File: src/hdl/assert_macros.svh
// assertion macros shared by the character lcd cursor writer
// no dependencies; each macro checks on the rising clock edge outside reset
`ifndef ASSERT_MACROS_SVH
`define ASSERT_MACROS_SVH

// property that must hold in every cycle
`define ASSERT_ALWAYS(label, clk, rst_n, prop, msg) \
  label: assert property (@(posedge clk) disable iff (!rst_n) (prop)) else $error(msg);

// same-cycle implication
`define ASSERT_IMPL(label, clk, rst_n, ante, cons, msg) \
  label: assert property (@(posedge clk) disable iff (!rst_n) (ante) |-> (cons)) \
    else $error(msg);

// next-cycle implication
`define ASSERT_NEXT(label, clk, rst_n, ante, cons, msg) \
  label: assert property (@(posedge clk) disable iff (!rst_n) (ante) |=> (cons)) \
    else $error(msg);

`endif

File: src/hdl/clrcw_pkg.sv
// types, constants and helpers for the character lcd cursor writer
// used by clrcw_cfg, clrcw_ctrl, clrcw_dp and the top level
package clrcw_pkg;

  localparam int unsigned ROW_COUNT_DEF = 2;
  localparam int unsigned COL_W         = 6;
  localparam int unsigned COL_MAX_W     = 5;
  localparam int unsigned CFG_IDX_W     = 1;

  localparam logic [COL_MAX_W-1:0] MAX_COL_LIMIT = 5'd20;
  localparam logic [7:0]           ROW0_BASE     = 8'h80;
  localparam logic [7:0]           ROW1_BASE     = 8'hC0;
  localparam logic [7:0]           SPACE_CHAR    = 8'h20;

  // request codes
  localparam logic [1:0] CMD_WRITE = 2'd0;
  localparam logic [1:0] CMD_SET   = 2'd1;
  localparam logic [1:0] CMD_CLEAR = 2'd2;

  // configuration register indexes
  localparam logic [CFG_IDX_W-1:0] CFG_COLUMN_MAX   = 1'd0;
  localparam logic [CFG_IDX_W-1:0] CFG_CLEAR_AT_MAX = 1'd1;

  typedef struct packed {
    logic [1:0]       command;
    logic             row;
    logic [COL_W-1:0] column;
    logic [7:0]       char_code;
  } in_item_t;

  typedef struct packed {
    logic [7:0] lcd_byte;
    logic       is_data;
    logic       last;
  } out_item_t;

  typedef struct packed {
    logic [COL_MAX_W-1:0] column_max;
    logic                 clear_at_max;
  } cfg_t;

  typedef enum logic [2:0] {
    S_IDLE,
    S_DECODE,
    S_SET,
    S_WR_ADDR,
    S_CLR_START,
    S_CLR_ADDR,
    S_CLR_SPACE,
    S_WR_DATA
  } state_t;

  typedef enum logic [2:0] {
    EM_ADDR_CUR,
    EM_ADDR_ZERO,
    EM_ADDR_REQ,
    EM_SPACE,
    EM_CHAR
  } emit_sel_t;

  typedef enum logic [1:0] {
    COL_HOLD,
    COL_LOAD,
    COL_ZERO,
    COL_INC
  } col_op_t;

  typedef struct packed {
    logic      load_req;
    logic      emit;
    emit_sel_t emit_sel;
    col_op_t   col_op;
    logic      last;
  } ctrl_t;

  typedef struct packed {
    logic       out_free;
    logic [1:0] req_cmd;
    logic       row_ok;
    logic       col_eq_max;
    logic       clear_at_max;
  } stat_t;

  function automatic logic [7:0] row_base(input logic row);
    return row ? ROW1_BASE : ROW0_BASE;
  endfunction

endpackage

File: src/hdl/clrcw_cfg.sv
// configuration registers: column maximum (saturating) and clear-at-max flag
// depends on clrcw_pkg
module clrcw_cfg (
  input  logic                                clk,
  input  logic                                rst_n,
  input  logic                                cfg_valid,
  output logic                                cfg_ready,
  input  logic [clrcw_pkg::CFG_IDX_W-1:0]     cfg_index,
  input  logic [clrcw_pkg::COL_MAX_W-1:0]     cfg_data,
  output clrcw_pkg::cfg_t                     cfg
);
  import clrcw_pkg::*;

  logic [COL_MAX_W-1:0] column_max_r, column_max_nxt;
  logic                 clear_at_max_r, clear_at_max_nxt;

  assign cfg_ready = 1'b1;

  always_comb begin
    column_max_nxt   = column_max_r;
    clear_at_max_nxt = clear_at_max_r;
    if (cfg_valid) begin
      unique case (cfg_index)
        CFG_COLUMN_MAX: begin
          column_max_nxt = (cfg_data > MAX_COL_LIMIT) ? MAX_COL_LIMIT : cfg_data;
        end
        CFG_CLEAR_AT_MAX: begin
          clear_at_max_nxt = cfg_data[0];
        end
        default: begin
          column_max_nxt = column_max_r;
        end
      endcase
    end
  end

  always_ff @(posedge clk) begin
    if (!rst_n) begin
      column_max_r   <= '0;
      clear_at_max_r <= 1'b0;
    end else begin
      column_max_r   <= column_max_nxt;
      clear_at_max_r <= clear_at_max_nxt;
    end
  end

  assign cfg.column_max   = column_max_r;
  assign cfg.clear_at_max = clear_at_max_r;

endmodule

File: src/hdl/clrcw_ctrl.sv
// controller: sequences the lcd bytes of one request
// depends on clrcw_pkg; drives clrcw_dp through ctrl_t, reads stat_t
module clrcw_ctrl (
  input  logic             clk,
  input  logic             rst_n,
  input  logic             in_valid,
  output logic             in_stall,
  input  clrcw_pkg::stat_t stat,
  output clrcw_pkg::ctrl_t ctrl
);
  import clrcw_pkg::*;

  state_t state_r, state_nxt;

  always_ff @(posedge clk) begin
    if (!rst_n) begin
      state_r <= S_IDLE;
    end else begin
      state_r <= state_nxt;
    end
  end

  always_comb begin
    state_nxt     = state_r;
    in_stall      = 1'b1;
    ctrl.load_req = 1'b0;
    ctrl.emit     = 1'b0;
    ctrl.emit_sel = EM_ADDR_CUR;
    ctrl.col_op   = COL_HOLD;
    ctrl.last     = 1'b0;
    unique case (state_r)
      S_IDLE: begin
        in_stall = 1'b0;
        if (in_valid) begin
          ctrl.load_req = 1'b1;
          state_nxt     = S_DECODE;
        end
      end
      S_DECODE: begin
        if (!stat.row_ok) begin
          state_nxt = S_IDLE;
        end else begin
          unique case (stat.req_cmd)
            CMD_WRITE: state_nxt = S_WR_ADDR;
            CMD_SET:   state_nxt = S_SET;
            CMD_CLEAR: state_nxt = S_CLR_START;
            default:   state_nxt = S_IDLE;
          endcase
        end
      end
      S_SET: begin
        if (stat.out_free) begin
          ctrl.emit     = 1'b1;
          ctrl.emit_sel = EM_ADDR_REQ;
          ctrl.col_op   = COL_LOAD;
          ctrl.last     = 1'b1;
          state_nxt     = S_IDLE;
        end
      end
      S_WR_ADDR: begin
        if (stat.out_free) begin
          ctrl.emit     = 1'b1;
          ctrl.emit_sel = EM_ADDR_CUR;
          // row full: clear it before the character goes out
          state_nxt = (stat.clear_at_max && stat.col_eq_max) ? S_CLR_START : S_WR_DATA;
        end
      end
      S_CLR_START: begin
        if (stat.out_free) begin
          ctrl.emit     = 1'b1;
          ctrl.emit_sel = EM_ADDR_ZERO;
          ctrl.col_op   = COL_ZERO;
          state_nxt     = S_CLR_ADDR;
        end
      end
      S_CLR_ADDR: begin
        if (stat.out_free) begin
          ctrl.emit = 1'b1;
          if (stat.col_eq_max) begin
            // spaces done, home the cursor
            ctrl.emit_sel = EM_ADDR_ZERO;
            ctrl.col_op   = COL_ZERO;
            ctrl.last     = (stat.req_cmd == CMD_CLEAR);
            state_nxt     = (stat.req_cmd == CMD_CLEAR) ? S_IDLE : S_WR_DATA;
          end else begin
            ctrl.emit_sel = EM_ADDR_CUR;
            state_nxt     = S_CLR_SPACE;
          end
        end
      end
      S_CLR_SPACE: begin
        if (stat.out_free) begin
          ctrl.emit     = 1'b1;
          ctrl.emit_sel = EM_SPACE;
          ctrl.col_op   = COL_INC;
          state_nxt     = S_CLR_ADDR;
        end
      end
      S_WR_DATA: begin
        if (stat.out_free) begin
          ctrl.emit     = 1'b1;
          ctrl.emit_sel = EM_CHAR;
          ctrl.col_op   = COL_INC;
          ctrl.last     = 1'b1;
          state_nxt     = S_IDLE;
        end
      end
      default: begin
        state_nxt = S_IDLE;
      end
    endcase
  end

endmodule

File: src/hdl/clrcw_dp.sv
// datapath: request register, per-row cursor columns and output byte register
// depends on clrcw_pkg; commanded by clrcw_ctrl through ctrl_t
module clrcw_dp #(
  parameter int unsigned ROW_COUNT = clrcw_pkg::ROW_COUNT_DEF
) (
  input  logic                 clk,
  input  logic                 rst_n,
  input  clrcw_pkg::in_item_t  in_payload,
  output logic                 out_valid,
  input  logic                 out_stall,
  output clrcw_pkg::out_item_t out_payload,
  input  clrcw_pkg::cfg_t      cfg,
  input  clrcw_pkg::ctrl_t     ctrl,
  output clrcw_pkg::stat_t     stat
);
  import clrcw_pkg::*;

  in_item_t         req_r;
  logic [COL_W-1:0] cols_r   [ROW_COUNT];
  logic [COL_W-1:0] cols_nxt [ROW_COUNT];
  logic [COL_W-1:0] cur_col;
  logic [7:0]       base;
  logic             out_valid_r, out_valid_nxt;
  out_item_t        out_item_r, out_item_nxt;

  always_ff @(posedge clk) begin
    if (ctrl.load_req) begin
      req_r <= in_payload;
    end
  end

  // cursor column of the addressed row
  always_comb begin
    cur_col = '0;
    for (int i = 0; i < int'(ROW_COUNT); i++) begin
      if (req_r.row == 1'(i)) begin
        cur_col = cols_r[i];
      end
    end
  end

  assign base = row_base(req_r.row);

  always_comb begin
    for (int i = 0; i < int'(ROW_COUNT); i++) begin
      cols_nxt[i] = cols_r[i];
      if (ctrl.emit && req_r.row == 1'(i)) begin
        case (ctrl.col_op)
          COL_LOAD: cols_nxt[i] = req_r.column;
          COL_ZERO: cols_nxt[i] = '0;
          COL_INC:  cols_nxt[i] = cols_r[i] + 1'b1;
          default:  cols_nxt[i] = cols_r[i];
        endcase
      end
    end
  end

  always_ff @(posedge clk) begin
    if (!rst_n) begin
      for (int i = 0; i < int'(ROW_COUNT); i++) begin
        cols_r[i] <= '0;
      end
    end else begin
      for (int i = 0; i < int'(ROW_COUNT); i++) begin
        cols_r[i] <= cols_nxt[i];
      end
    end
  end

  always_comb begin
    out_item_nxt      = out_item_r;
    out_item_nxt.last = ctrl.last;
    unique case (ctrl.emit_sel)
      EM_ADDR_CUR: begin
        out_item_nxt.lcd_byte = base | {2'b00, cur_col};
        out_item_nxt.is_data  = 1'b0;
      end
      EM_ADDR_ZERO: begin
        out_item_nxt.lcd_byte = base;
        out_item_nxt.is_data  = 1'b0;
      end
      EM_ADDR_REQ: begin
        out_item_nxt.lcd_byte = base | {2'b00, req_r.column};
        out_item_nxt.is_data  = 1'b0;
      end
      EM_SPACE: begin
        out_item_nxt.lcd_byte = SPACE_CHAR;
        out_item_nxt.is_data  = 1'b1;
      end
      EM_CHAR: begin
        out_item_nxt.lcd_byte = req_r.char_code;
        out_item_nxt.is_data  = 1'b1;
      end
      default: begin
        out_item_nxt.lcd_byte = req_r.char_code;
        out_item_nxt.is_data  = 1'b1;
      end
    endcase
  end

  always_comb begin
    out_valid_nxt = out_valid_r;
    if (ctrl.emit) begin
      out_valid_nxt = 1'b1;
    end else if (!out_stall) begin
      out_valid_nxt = 1'b0;
    end
  end

  always_ff @(posedge clk) begin
    if (!rst_n) begin
      out_valid_r <= 1'b0;
    end else begin
      out_valid_r <= out_valid_nxt;
    end
  end

  always_ff @(posedge clk) begin
    if (ctrl.emit) begin
      out_item_r <= out_item_nxt;
    end
  end

  assign out_valid   = out_valid_r;
  assign out_payload = out_item_r;

  assign stat.out_free     = !out_valid_r || !out_stall;
  assign stat.req_cmd      = req_r.command;
  assign stat.row_ok       = (int'(req_r.row) < int'(ROW_COUNT));
  assign stat.col_eq_max   = (cur_col == {1'b0, cfg.column_max});
  assign stat.clear_at_max = cfg.clear_at_max;

endmodule

File: src/hdl/char_lcd_row_cursor_writer.sv
// top level of the character lcd cursor writer: config regs, controller, datapath
// depends on clrcw_pkg, clrcw_cfg, clrcw_ctrl, clrcw_dp and assert_macros.svh
//
// Turns write-character, set-position and clear-row requests into a stream of
// lcd bytes (address commands and data), keeping one cursor column per row.
// One request is taken at a time: it is accepted in idle and decoded in the decode state, then
// one byte per cycle from the single output register while out_stall is low.
// Set-position emits one address byte, a plain write an address and the character,
// a clear-row the column-zero address, an address and space pair per column below
// column_max and the home address; a write that clears the row puts that in between.
// Codes that mean nothing and rows beyond ROW_COUNT are dropped after decode.
`include "assert_macros.svh"

module char_lcd_row_cursor_writer #(
  parameter int unsigned ROW_COUNT = clrcw_pkg::ROW_COUNT_DEF
) (
  input  logic                            clk,
  input  logic                            rst_n,
  input  logic                            in_valid,
  output logic                            in_stall,
  input  clrcw_pkg::in_item_t             in_payload,
  output logic                            out_valid,
  input  logic                            out_stall,
  output clrcw_pkg::out_item_t            out_payload,
  input  logic                            cfg_valid,
  output logic                            cfg_ready,
  input  logic [clrcw_pkg::CFG_IDX_W-1:0] cfg_index,
  input  logic [clrcw_pkg::COL_MAX_W-1:0] cfg_data
);
  import clrcw_pkg::*;

  cfg_t  cfg;
  ctrl_t ctrl;
  stat_t stat;

  clrcw_cfg u_cfg (
    .clk       (clk),
    .rst_n     (rst_n),
    .cfg_valid (cfg_valid),
    .cfg_ready (cfg_ready),
    .cfg_index (cfg_index),
    .cfg_data  (cfg_data),
    .cfg       (cfg)
  );

  clrcw_ctrl u_ctrl (
    .clk      (clk),
    .rst_n    (rst_n),
    .in_valid (in_valid),
    .in_stall (in_stall),
    .stat     (stat),
    .ctrl     (ctrl)
  );

  clrcw_dp #(
    .ROW_COUNT (ROW_COUNT)
  ) u_dp (
    .clk         (clk),
    .rst_n       (rst_n),
    .in_payload  (in_payload),
    .out_valid   (out_valid),
    .out_stall   (out_stall),
    .out_payload (out_payload),
    .cfg         (cfg),
    .ctrl        (ctrl),
    .stat        (stat)
  );

  `ASSERT_IMPL(a_emit_free, clk, rst_n, ctrl.emit, stat.out_free, "byte emitted over a pending one")
  `ASSERT_ALWAYS(a_colmax_sat, clk, rst_n, cfg.column_max <= MAX_COL_LIMIT, "column_max above limit")
  `ASSERT_NEXT(a_last_idle, clk, rst_n, ctrl.emit && ctrl.last, !in_stall, "not idle after last byte")
  `ASSERT_IMPL(a_load_accept, clk, rst_n, ctrl.load_req, in_valid && !in_stall, "request loaded without accept")

endmodule

File: config.mk
export PLATFORM = sky130hd
export DESIGN_NAME = char_lcd_row_cursor_writer
export DESIGN_NICKNAME = d
export VERILOG_FILES = /design/src/hdl/clrcw_pkg.sv /design/src/hdl/clrcw_cfg.sv /design/src/hdl/clrcw_ctrl.sv /design/src/hdl/clrcw_dp.sv /design/src/hdl/char_lcd_row_cursor_writer.sv
export VERILOG_INCLUDE_DIRS = /design/src /design/src/hdl
export SDC_FILE = /design/constraint.sdc
export NUM_CORES = 1
export LEC_CHECK = 0
export BUFFER_PORTS_ARGS = -buffer_cell sky130_fd_sc_hd__buf_2
export CAP_MARGIN = 20
export CELL_PAD_IN_SITES_DETAIL_PLACEMENT = 0
export CELL_PAD_IN_SITES_GLOBAL_PLACEMENT = 1
export CORE_MARGIN = 3
export CORE_UTILIZATION = 40
export CTS_CLUSTER_DIAMETER = 80
export CTS_CLUSTER_SIZE = 24
export DETAILED_ROUTE_END_ITERATION = 8
export PLACE_DENSITY_LB_ADDON = 0.1
export SLEW_MARGIN = 20
export SYNTH_ARGS = -nofsm -noshare
export SYNTH_HDL_FRONTEND = slang
export SYNTH_SLANG_ARGS = --single-unit
File: constraint.sdc
create_clock -name clk -period 2.7 [get_ports clk]
set_input_delay 0.27 -clock clk [delete_from_list [all_inputs] [get_ports clk]]
set_output_delay 0.27 -clock clk [all_outputs]
set_load 0.005 [all_outputs]
======== Word level (Yosys, flattened, before mapping) ========
Memories as Yosys holds them, arrays and structs flattened.
Cells that the tools add are included.
operators by class
  order comparisons ....................... 1
  reduce and logical (&&, ||, !) cells .... 14
  muxes and demuxes ....................... 38
  add/subtract/negate cells ............... 2
  bitwise gates (word level) .............. 6
  eq/ne operators ......................... 22
operator list
  operator                                                                  number
  6-bit 2-to-1 mux                                                          7
  6-bit case mux with 3 select lines                                        2
  9-bit case mux with 4 select lines                                        1
  7-bit 2-to-1 mux                                                          4
  3-bit 2-to-1 mux                                                          8
  4-bit case mux with 6 select lines                                        1
  3-bit case mux with 6 select lines                                        1
  8-bit by 6-bit OR with 8-bit output                                       2
  6-bit by 1-bit adder with 6-bit output (second input constant)            2
  3-bit by 2-bit == test with 1-bit output (second input constant)          4
  3-bit == test (second input constant)                                     4
  2-bit case mux with 5 select lines                                        1
  3-bit case mux with 3 select lines                                        1
  1-bit 2-to-1 mux                                                          8
  2-bit == test (second input constant)                                     3
  3-bit by 1-bit == test with 1-bit output (second input constant)          2
  6-bit by 5-bit == test with 1-bit output                                  1
  3-bit logical NOT                                                         2
  2-bit by 1-bit inequality test with 1-bit output (second input constant)  3
  2-bit inequality test (second input constant)                             3
  5-bit greater-than comparator (second input constant)                     1
  5-bit 2-to-1 mux                                                          1
  5-bit AND reduction                                                       1
  2-bit by 1-bit == test with 1-bit output (second input constant)          2
  other kinds (11)                                                          18
word-level totals
  output and inout bits ................... 13
  flip-flop bits (word level) ............. 37
  memories kept ........................... 1
  bits in writable memories ............... 12
  input bits .............................. 28
memories
  memory       depth  width  read ports  clocked after memory_dff  write ports  line            RTL
  u_dp.cols_r  2      6      2           0                         2            clrcw_dp.sv:19  logic [COL_W-1:0] cols_r [ROW_COUNT];

======== Logic depth before layout (Yosys ltp) ========
An unclocked memory read counts as a cell.
  word-level depth ........................ 10
  gate-level depth with buffers ........... 8
  mapped depth without buffers ............ 7

======== Hierarchy ========
From an unflattened synthesis, not the netlist that was laid out.
second synthesis, totals
  cells, all modules ...................... 255
  area total of the unflattened synthesis .. 2516.2 um^2
by module, submodules not included
  module      times used  cells each  area each (um^2)
  clrcw_dp    1           177         1888.1
  clrcw_ctrl  1           50          361.6
  clrcw_cfg   1           28          266.5

======== Worst setup path after synthesis ========
No wires, ideal clock.
  path type ............................... flip-flop to flip-flop
  from .................................... reg u_ctrl.state_r[0]
  to ...................................... reg u_dp.req_r[0] (netlist name), enable pin
  library setup time ...................... 0.391 ns
  buffers on the path ..................... 1
  path slack .............................. 0.663 ns
  data arrival time ....................... 1.646 ns
  stages on the path, launching flop included .. 4
  required time ........................... 2.309 ns
  cell sequence ........................... dfxtp_1 clkbuf_1 or3_1 nor2_1
RTL lines
  element                 line              RTL
  start, declared         clrcw_ctrl.sv:13  state_t state_r, state_nxt;
  start signal, assigned  clrcw_ctrl.sv:19  state_r <= state_nxt;
  end signal, assigned    clrcw_dp.sv:28    req_r <= in_payload;
  end, declared           clrcw_dp.sv:18    in_item_t req_r;

==> flow_results.org <==
** Status
- The flow ran to the end, and the final reports show no timing, DRC or antenna violations.

** Critical path
- The worst register-to-register path has a setup slack of between 400 and 500 ps.
- Data arrives at the worst endpoint at roughly 2300 ps.
- The number of buffers and inverters on the critical path is 1.
- Along the worst path, the maximum fanout reaches 11.
- FF-to-FF End :: u_dp.out_payload[6]
- Startpoint Class :: flip-flop
- Top delay family on crit path :: compound AO/OA/AOI/OAI gates
- In this run the critical register-to-register path is launched from u_dp.req_r[14].
- CP peak stage delay :: 400 ps
- Critical path, cell by cell :: buf_4, mux2i_1, xnor2_1, nor3_4, a21boi_1, a22o_1
- The worst setup path is of the flip-flop to flip-flop kind.
- For the worst setup path, the data required time is 2760 ps.
- CP max stage cell :: nor3_4
- Number of cells on the worst reg-to-reg path :: 6
- The worst setup path is captured at a flip-flop.

** Placement
- Final RePlAce weighted congestion :: about 0.86
- In this run, placement finished with an instance count of approximately 360.
- The HPWL after detailed placement is approximately 4.3 mm.
- Port-buffer cells :: 39

** Power and ir drop
- P_leak :: 0.001079 uW
- Power Dens Cells :: 666.6 nW/um2
- VDD sags by at most between 0.0004 and 0.0005 V.

** STA
- Setup violations remaining at the end of the flow were counted as 0.
- The final critical path takes up approximately 82% of the cycle.
- Max Transition Viols Final :: 0
- Maximum clock skew at final layout :: a little under 7 ps
- After routing, the total negative slack on setup checks comes to 0 ps.
- Based on the critical path, the design can be clocked at up to about 450 MHz.
- Headroom to the max-slew limit came out at 66.38%.
- Setup repair after global routing left no endpoint under its margin.
- Shortest clock period the worst path allows after layout :: about 2200 ps
- At the pin with the least slew margin, the transition time is just over 500 ps.
- The hold violation count in the final report came to 0.

** Global routing
- The first global-routing pass estimated 9.556 mm of wire.
- The total overflow left after global routing is 0.
- Global routing used between 10% and 20% of the available tracks.
- The via count of the first global-routing pass is 1892.
- Entering global routing, the biggest net connects 23 pins.
- Antenna violations before repair :: 0

** CTS
- Clock latency of the later-clocked register in the worst-skew pair :: roughly 300 ps
- In this run the clock root is driven by a clkbuf_8.
- Total of hold buffers inserted after clock tree synthesis :: 0
- Clk buf depth :: 2
- Clock Pin Slew Worst Setup and Hold Paths :: around 90 ps
- Maximum level of the CTS H-tree :: 2
- Number of buffers added for setup after CTS :: 0
- Clock tree synthesis found a total of a little under 50 sinks.
- Resized Gates After CTS :: 0
- Total clock buffers created by CTS :: 5
- TritonCTS clock tree :: yes

** Routing
- The detail route stage leaves a number of antenna-violating nets equal to 0.
- The detailed router placed 1957 vias in this run.
- Using the TritonRoute via totals, the vias-per-cell ratio works out to 5.362.
- Total length of routed wires :: between 5 and 6 mm
- Number of design rule violations left after detail routing :: 0
- Routed length per placed instance :: between 15 and 20 um
- For this run, the detailed router's first-pass iteration total came to 4.
- First-iteration detailed-routing DRC count :: 113

** Floorplanning
- The floorplan step defined a die boundary enclosing roughly 7000 um2.
- Chip Height :: 83.86 um
- IO Count :: 41
- The die is around 84 um wide.
- Effective utilization at floorplan :: approximately 43%
- In this run the standard cell core region covers 5675 um2.
- Count of standard-cell rows :: 27

** Logic synthesis
- Most used flip-flop cell after synthesis :: edfxtp_1
- In this run the mean area of a mapped cell was approximately 9.6 um2.
- The cell count after synthesis came out at 253.
- In this run, synthesis produced a sequential element count of slightly below 50.
- After synthesis, the netlist uses 40 different library cells.
- Number of flops mapped to enable cells by yosys :: 27
- The synthesized netlist occupies a cell area of ~2400 um2.
- Yosys synthesis warning count :: 0
- Number of nets produced by synthesis :: ~280
- Sequential-to-total area share from yosys stat :: ~52%
- Fraction of registers with async set or reset after synthesis :: 0%

** Layout
- The repair_antennas step left the layout with diodes totalling 0.
- Of the cells placed in the final design, the portion with a size suffix greater than 1 is 20.48%.
- Final #Nets :: 322
- Relative to the synthesized area, the layout overhead comes to 15.27%.
- For this run, the number of standard cells in the final layout without fillers is ~370.

** Min path
- Worst Hold Endpoint :: u_dp.req_r[4]
- Worst min-delay path category :: primary input to flip-flop
- Along the worst hold path, the cell count comes to 1.
- The startpoint identified for the worst hold timing path is in_payload[4].

** Job
- The tool flagged a number of max-cap violations equal to 0.
## registers in the layout, summed over array words and instances (netlist names)
register and count:
u_dp.req_r 15, u_dp.cols_r 12, u_dp.out_payload 10, u_cfg.column_max_r 5, u_ctrl.state_r 3, u_dp.stat 2
u_cfg.clear_at_max_r 1, u_dp.out_valid 1
## worst max path at each step
stage                       from                  end  slack [ps]  depth (start not counted)
3_5_place_dp      u_dp.req_r[14]  u_dp.out_payload[6]         480                          6
4_1_cts           u_dp.req_r[14]  u_dp.out_payload[6]         470                          6
2_1_floorplan  u_ctrl.state_r[0]        u_dp.req_r[0]         660                          3
3_3_place_gp      u_dp.req_r[14]  u_dp.out_payload[6]         520                          6
6_report          u_dp.req_r[14]  u_dp.out_payload[6]         490                          6
5_1_grt           u_dp.req_r[14]  u_dp.out_payload[6]         330                          6
## cell type report
type	count	area (um2)
fill	546	2880
sequential	49	1251
multi-input combinational	184	1084
timing repair buffer	44	232.7
tap	72	90.09
clock buffer	6	72.57
clock inverter	2	35.03
inverter	8	30.03
## power by group
part | internal [uW] | switching [uW]
registers | 892 | 74.8
logic | 150 | 230
clock network | 275 | 242
## layout by cell type, fill, tap and decap left out, types with 2 or more instances in the layout
master	n
ha_1	2
a22o_1	2
and3_1	2
clkbuf_8	5
dfxtp_1	22
nor2b_1	5
nand3_1	9
xnor2_1	5
a22oi_1	3
nor3_1	5
mux2i_1	5
nand2b_1	3
o21ai_0	34
a21boi_0	2
nor3_4	2
nor4_1	2
a31o_2	3
buf_2	39
o22ai_1	3
a32oi_1	2
mux2_2	3
nor3b_1	3
a21boi_1	9
nand2_1	28
edfxtp_1	27
and2_1	6
inv_1	8
nor2_1	17
buf_4	5
a21oi_1	15
a31oi_1	6
## stage by stage
stage	hold WS, ps	area, um2	power [uW]	util, %	setup WS (ps)
after floorplan	368.9	2425	1226	-	663.2
after global placement	446.1	2688	1366	47.35	517.5
after detailed placement	448.4	2688	1365	47.35	479.3
after CTS	135.2	2795	1875	49.25	474.8
after global routing	118.9	2795	1974	49.25	331.3
final	141.0	2795	1863	49.25	492.8
## Yosys cell counts, types with 2 or more instances
library cell | instances | share of area (%)
a21oi_1 | 15 | 3.1
and2_1 | 6 | 1.5
o22ai_1 | 3 | 0.77
nor4_1 | 2 | 0.52
mux2_2 | 3 | 1.4
ha_1 | 2 | 1.0
nor3_1 | 5 | 1.0
a22oi_1 | 3 | 0.93
buf_4 | 2 | 0.62
nand2_1 | 28 | 4.3
edfxtp_1 | 27 | 33
nand3_1 | 9 | 1.9
a31oi_1 | 6 | 1.5
a21boi_1 | 9 | 2.8
a31o_2 | 3 | 1.1
nand2b_1 | 3 | 0.77
xnor2_1 | 5 | 1.8
a32oi_1 | 2 | 0.72
nor2b_1 | 5 | 1.3
nor3b_1 | 3 | 0.93
inv_1 | 8 | 1.2
nor2_1 | 17 | 2.6
a22o_1 | 2 | 0.72
nor3_4 | 2 | 1.3
clkbuf_1 | 8 | 1.2
a21boi_0 | 2 | 0.62
and3_1 | 2 | 0.52
mux2i_1 | 5 | 2.1
o21ai_0 | 34 | 7.0
dfxtp_1 | 22 | 18
## routing by layer
metal | GRT usage, % | vias up | wire length, um
li1 | - | 995 | -
met2 | 26.39 | 41 | 2692
met3 | 3.653 | 7 | 210
met5 | 0 | - | 0
met4 | 4.678 | 0 | 65
met1 | 24.25 | 914 | 2819
## logic make-up after synthesis
logic type | Yosys count | share of synthesized area [%]
simple gates | 85 | 17.54
compound gates | 82 | 20.33
flops | 49 | 51.60
buf+inv | 20 | 3.715
mux | 8 | 3.457
xor+xnor | 6 | 2.167
fa+ha+maj | 2 | 1.032
other cells | 1 | 0.1547
No activity file was read; power rests on OpenSTA's default activity.
